==> src/hw/rtl/hem_pkg.sv <==
`timescale 1ns / 1ps
package hem_pkg;

    localparam int unsigned MAX_FRAME_PIXELS = 4194304;
    localparam int unsigned GREY_LEVELS      = 256;
    localparam int unsigned CNT_W            = 23;
    localparam int unsigned PIX_W            = 8;
    localparam int unsigned NUM_W            = 32;
    localparam int unsigned QUEUE_DEPTH      = 4;
    localparam int unsigned QPTR_W           = $clog2(QUEUE_DEPTH);

    typedef enum logic [1:0] {
        CMD_CLEAR = 2'd0,
        CMD_COUNT = 2'd1,
        CMD_MAP   = 2'd2,
        CMD_NONE  = 2'd3
    } cmd_t;

    typedef struct packed {
        cmd_t             cmd;
        logic [PIX_W-1:0] pixel;
    } item_t;

    typedef enum logic [2:0] {
        ST_IDLE,
        ST_CNT_RD,
        ST_BLD,
        ST_MAP_ADR,
        ST_MAP_MUL,
        ST_MAP_DIV,
        ST_OUT
    } state_t;

endpackage

==> src/hw/rtl/hem_front.sv <==
`timescale 1ns / 1ps
module hem_front (
    input  logic            clk,
    input  logic            rst_n,
    input  logic            in_valid,
    output logic            in_ready,
    input  hem_pkg::item_t  in_item,
    output logic            q_valid,
    input  logic            q_ready,
    output hem_pkg::item_t  q_item
);
    import hem_pkg::*;

    item_t              fifo_reg [QUEUE_DEPTH];
    logic [QPTR_W-1:0]  wr_ptr_reg, wr_ptr_next;
    logic [QPTR_W-1:0]  rd_ptr_reg, rd_ptr_next;
    logic [QPTR_W:0]    count_reg, count_next;
    logic               push, pop;

    assign in_ready = (count_reg != (QPTR_W+1)'(QUEUE_DEPTH));
    // drop the unused command here so the back end never sees it
    assign push     = in_valid && in_ready && (in_item.cmd != CMD_NONE);
    assign q_valid  = (count_reg != '0);
    assign pop      = q_valid && q_ready;
    assign q_item   = fifo_reg[rd_ptr_reg];

    always_comb
    begin
        wr_ptr_next = push ? wr_ptr_reg + 1'b1 : wr_ptr_reg;
        rd_ptr_next = pop ? rd_ptr_reg + 1'b1 : rd_ptr_reg;
        count_next  = count_reg + (QPTR_W+1)'(push) - (QPTR_W+1)'(pop);
    end

    always_ff @(posedge clk or negedge rst_n)
    begin
        if (!rst_n)
        begin
            wr_ptr_reg <= '0;
            rd_ptr_reg <= '0;
            count_reg  <= '0;
        end
        else
        begin
            wr_ptr_reg <= wr_ptr_next;
            rd_ptr_reg <= rd_ptr_next;
            count_reg  <= count_next;
        end
    end

    always_ff @(posedge clk)
    begin
        if (push)
        begin
            fifo_reg[wr_ptr_reg] <= in_item;
        end
    end

endmodule

==> config.mk <==
export PLATFORM = sky130hd
export DESIGN_NAME = hem_front
export DESIGN_NICKNAME = d
export VERILOG_FILES = /design/src/hw/rtl/hem_pkg.sv /design/src/hw/rtl/hem_front.sv
export SDC_FILE = /design/constraint.sdc
export NUM_CORES = 1
export LEC_CHECK = 0
export BUFFER_PORTS_ARGS = -buffer_cell sky130_fd_sc_hd__buf_2
export CAP_MARGIN = 15
export CORE_MARGIN = 1.5
export CORE_UTILIZATION = 50
export CTS_BUF_LIST = sky130_fd_sc_hd__clkbuf_8
export DETAILED_ROUTE_END_ITERATION = 10
export HOLD_SLACK_MARGIN = 0.03
export PLACE_DENSITY = 0.71
export RECOVER_POWER = 25
export SYNTH_ARGS = -nofsm -noshare
export SYNTH_HDL_FRONTEND = slang
export SYNTH_SLANG_ARGS = --single-unit
==> constraint.sdc <==
create_clock -name clk -period 5.6 [get_ports clk]
set_input_delay 0.28 -clock clk [delete_from_list [all_inputs] [get_ports clk]]
set_output_delay 0.28 -clock clk [all_outputs]
set_load 0.02 [all_outputs]
==> metrics.txt <==
Max Freq 0.413 GHz; Final ANT Viol Nets 0; root cell of the clock tree clkbuf_8; worst-margin pin slew 0.711 ns; Clk pin slew, worst setup/hold paths 0.08 ns; Peak VDD IR 296 uV; final worst-path cycle share 43.2%; Post-Syn Area about 1900 um^2; # DRC 0; share of cells above drive strength 1 34.2%; Std-Cell Core Area 3630 um^2; register area 1380 um^2; P_leak 0.791 nW; hold_buf cts 1; 1st-pass router iterations 4; Final min period roughly 2.4 ns; Clock Path Buffers 2; IO Pins 26; Worst path slowest cell dfrtp_1; Worst Setup Path Type register to register; Syn. warnings 0; synthesized flop and latch total 47; DRT Wirelength about 2600 um; sequential share of the synthesized area between 70% and 80%; Mapped Cells 89; leading area contributor after synthesis edfxtp_1; R2R Path Start count_reg[1]; vias in the first global route 932; grt total ovfl 0; initial core utilization 51.4%; Syn Nets 110; gpl congestion 0.719; Final Hold Vio Count 0; clk sink count 47; final non-filler cell total approximately 170; Hold Crit Class primary input to register; Antenna Cells 0; Crit. Startpoint count_reg[1]; most frequent CP cell inv_1; main area contributors after synthesis edfxtp_1 (64%), mux4_2 (12%), dfrtp_1 (9.4%); endpoints failing setup 0; post-synth top area share ~64%; die area 4110 um^2; area added between synthesis and finish 16.0%; Critical Path, Cell by Cell or3b_1, and3_1, inv_1, ha_1, inv_1, ha_1, inv_1, fa_1, xnor2_1, xnor2_1; Clock Latency Late Sink 0.30 ns; drt initial violations 15; worst relative slew slack 52.6%; crit path DAT 2.64 ns; Max Slew Vio Count 0; PortBufs 25; gr usage total between 10 and 15%; RSZ-0062 raised after global routing no; largest net degree at the start of global routing 15; Critical Path RT 5.82 ns; num rows 22; Setup crit start kind register; Multi-input gate area roughly 450 um^2; Synth cell types 19; final net count 140; status completed; Avg WL per Cell 15.7 um; min-delay src in_item[6]; Die H 64.1 um; power density over cell area 529 nW/um^2; vias per cell 5.17; max cap viols 0; Setup crit end kind register; initial antenna violation count 0; TritonCTS clock tree built; worst hold slack 0.196 ns; clock skew 0.00295 ns; Final TNS setup 0 ns; hpwl dp about 1700 um; chip width 64.1 um; placed cells 159; H-tree levels 2; first-pass GRT wire length roughly 4200 um; crit path max fanout 7; Worst path max stage delay 0.45 ns; fillers 294; Largest register FFs 40; Num CTS Buffers 5; vias after detailed routing between 800 and 900; Syn Area/Cell 21.0 um^2; CTS resizes 0; Setup Buffers After CTS 0
## synth_stat cells
cell type and instances:
xor2_1 1, mux4_2 10, mux2_4 1, edfxtp_1 40, inv_1 6, xnor2_1 4
ha_1 6, fa_1 1, o31a_2 1, or3_2 1, or3b_1 1, and3_1 1
clkbuf_1 1, buf_6 1, and2_2 3, nand2_1 2, buf_2 1, dfrtp_1 7
and2_1 1
## cells by family after synthesis
logic type                 synth area share, %
xor gates and xnor gates                  2.35
muxes                                     12.9
DFF                                       73.7
and+or+nand+nor                           3.15
buffers and inverters                     2.28
adders and majority gates                 5.09
AOI/OAI and AO/OA                        0.536
## placed cells by master, fill, tap and decap left out, drive strengths merged
cell type     n
and2          4
and3          1
buf          18
bufinv        2
clkbuf       12
dfrtp         7
dlygate4sd3   1
edfxtp       40
fa            1
ha            6
inv           7
mux2          1
mux4         10
nand2         2
o31a          1
or3           1
or3b          1
xnor2         4
xor2          1
## metal layers
metal / vias to the layer above / wire length (um) / track usage [%]
met4: 0 / 60 / 8.24
met3: 6 / 114 / 5.11
met5: - / 0 / 0
met1: 444 / 1050 / 15.6
li1: 396 / - / -
met2: 22 / 1410 / 25.7
## layout make-up
cell class	instances	share of cell area [%]
tap	48	2.77
inverter	6	1.04
sequential	47	63.5
clock buffer	5	3.18
timing repair buffer	26	5.83
multi-input combinational	33	20.7
clock inverter	3	2.95
## metrics by stage
step                      setup WS (ns)  util (%)  instance area (um^2)  power (W)
after floorplan                    3.14         -                  1870   0.000781
final                              3.18      59.6                  2170    0.00115
after detailed placement           3.19      55.9                  2030   0.000881
after CTS                          3.16      59.8                  2170    0.00116
after global placement             3.29      55.9                  2030   0.000864
after global routing               3.03      59.6                  2170    0.00121
## power by group
part / switching, W / internal (W)
sequential: 0.0000700 / 0.000457
combinational: 0.000171 / 0.000166
clock: 0.000106 / 0.000176
## critical path: cells and delay by family, from the launching register on
kind                       cells  cell delay (ns)
adders and majority gates      3             0.73
buffers and inverters          3             0.18
DFF                            1             0.45
xor gates and xnor gates       2             0.33
and+or+nand+nor                2             0.66
## path summary, 6_finish.rpt
check                            endpoint  slack (ns)  cells past startpoint
min reg2reg                  count_reg[0]        0.56                      1
max                          count_reg[2]        3.18                     10
max reg2reg                  count_reg[2]        3.18                     10
min                        fifo_reg[0][6]        0.20                      1
min in group asynchronous    count_reg[2]        0.34                      2
max in group asynchronous   wr_ptr_reg[0]        5.10                      2
No activity file was read; power rests on OpenSTA's default activity.
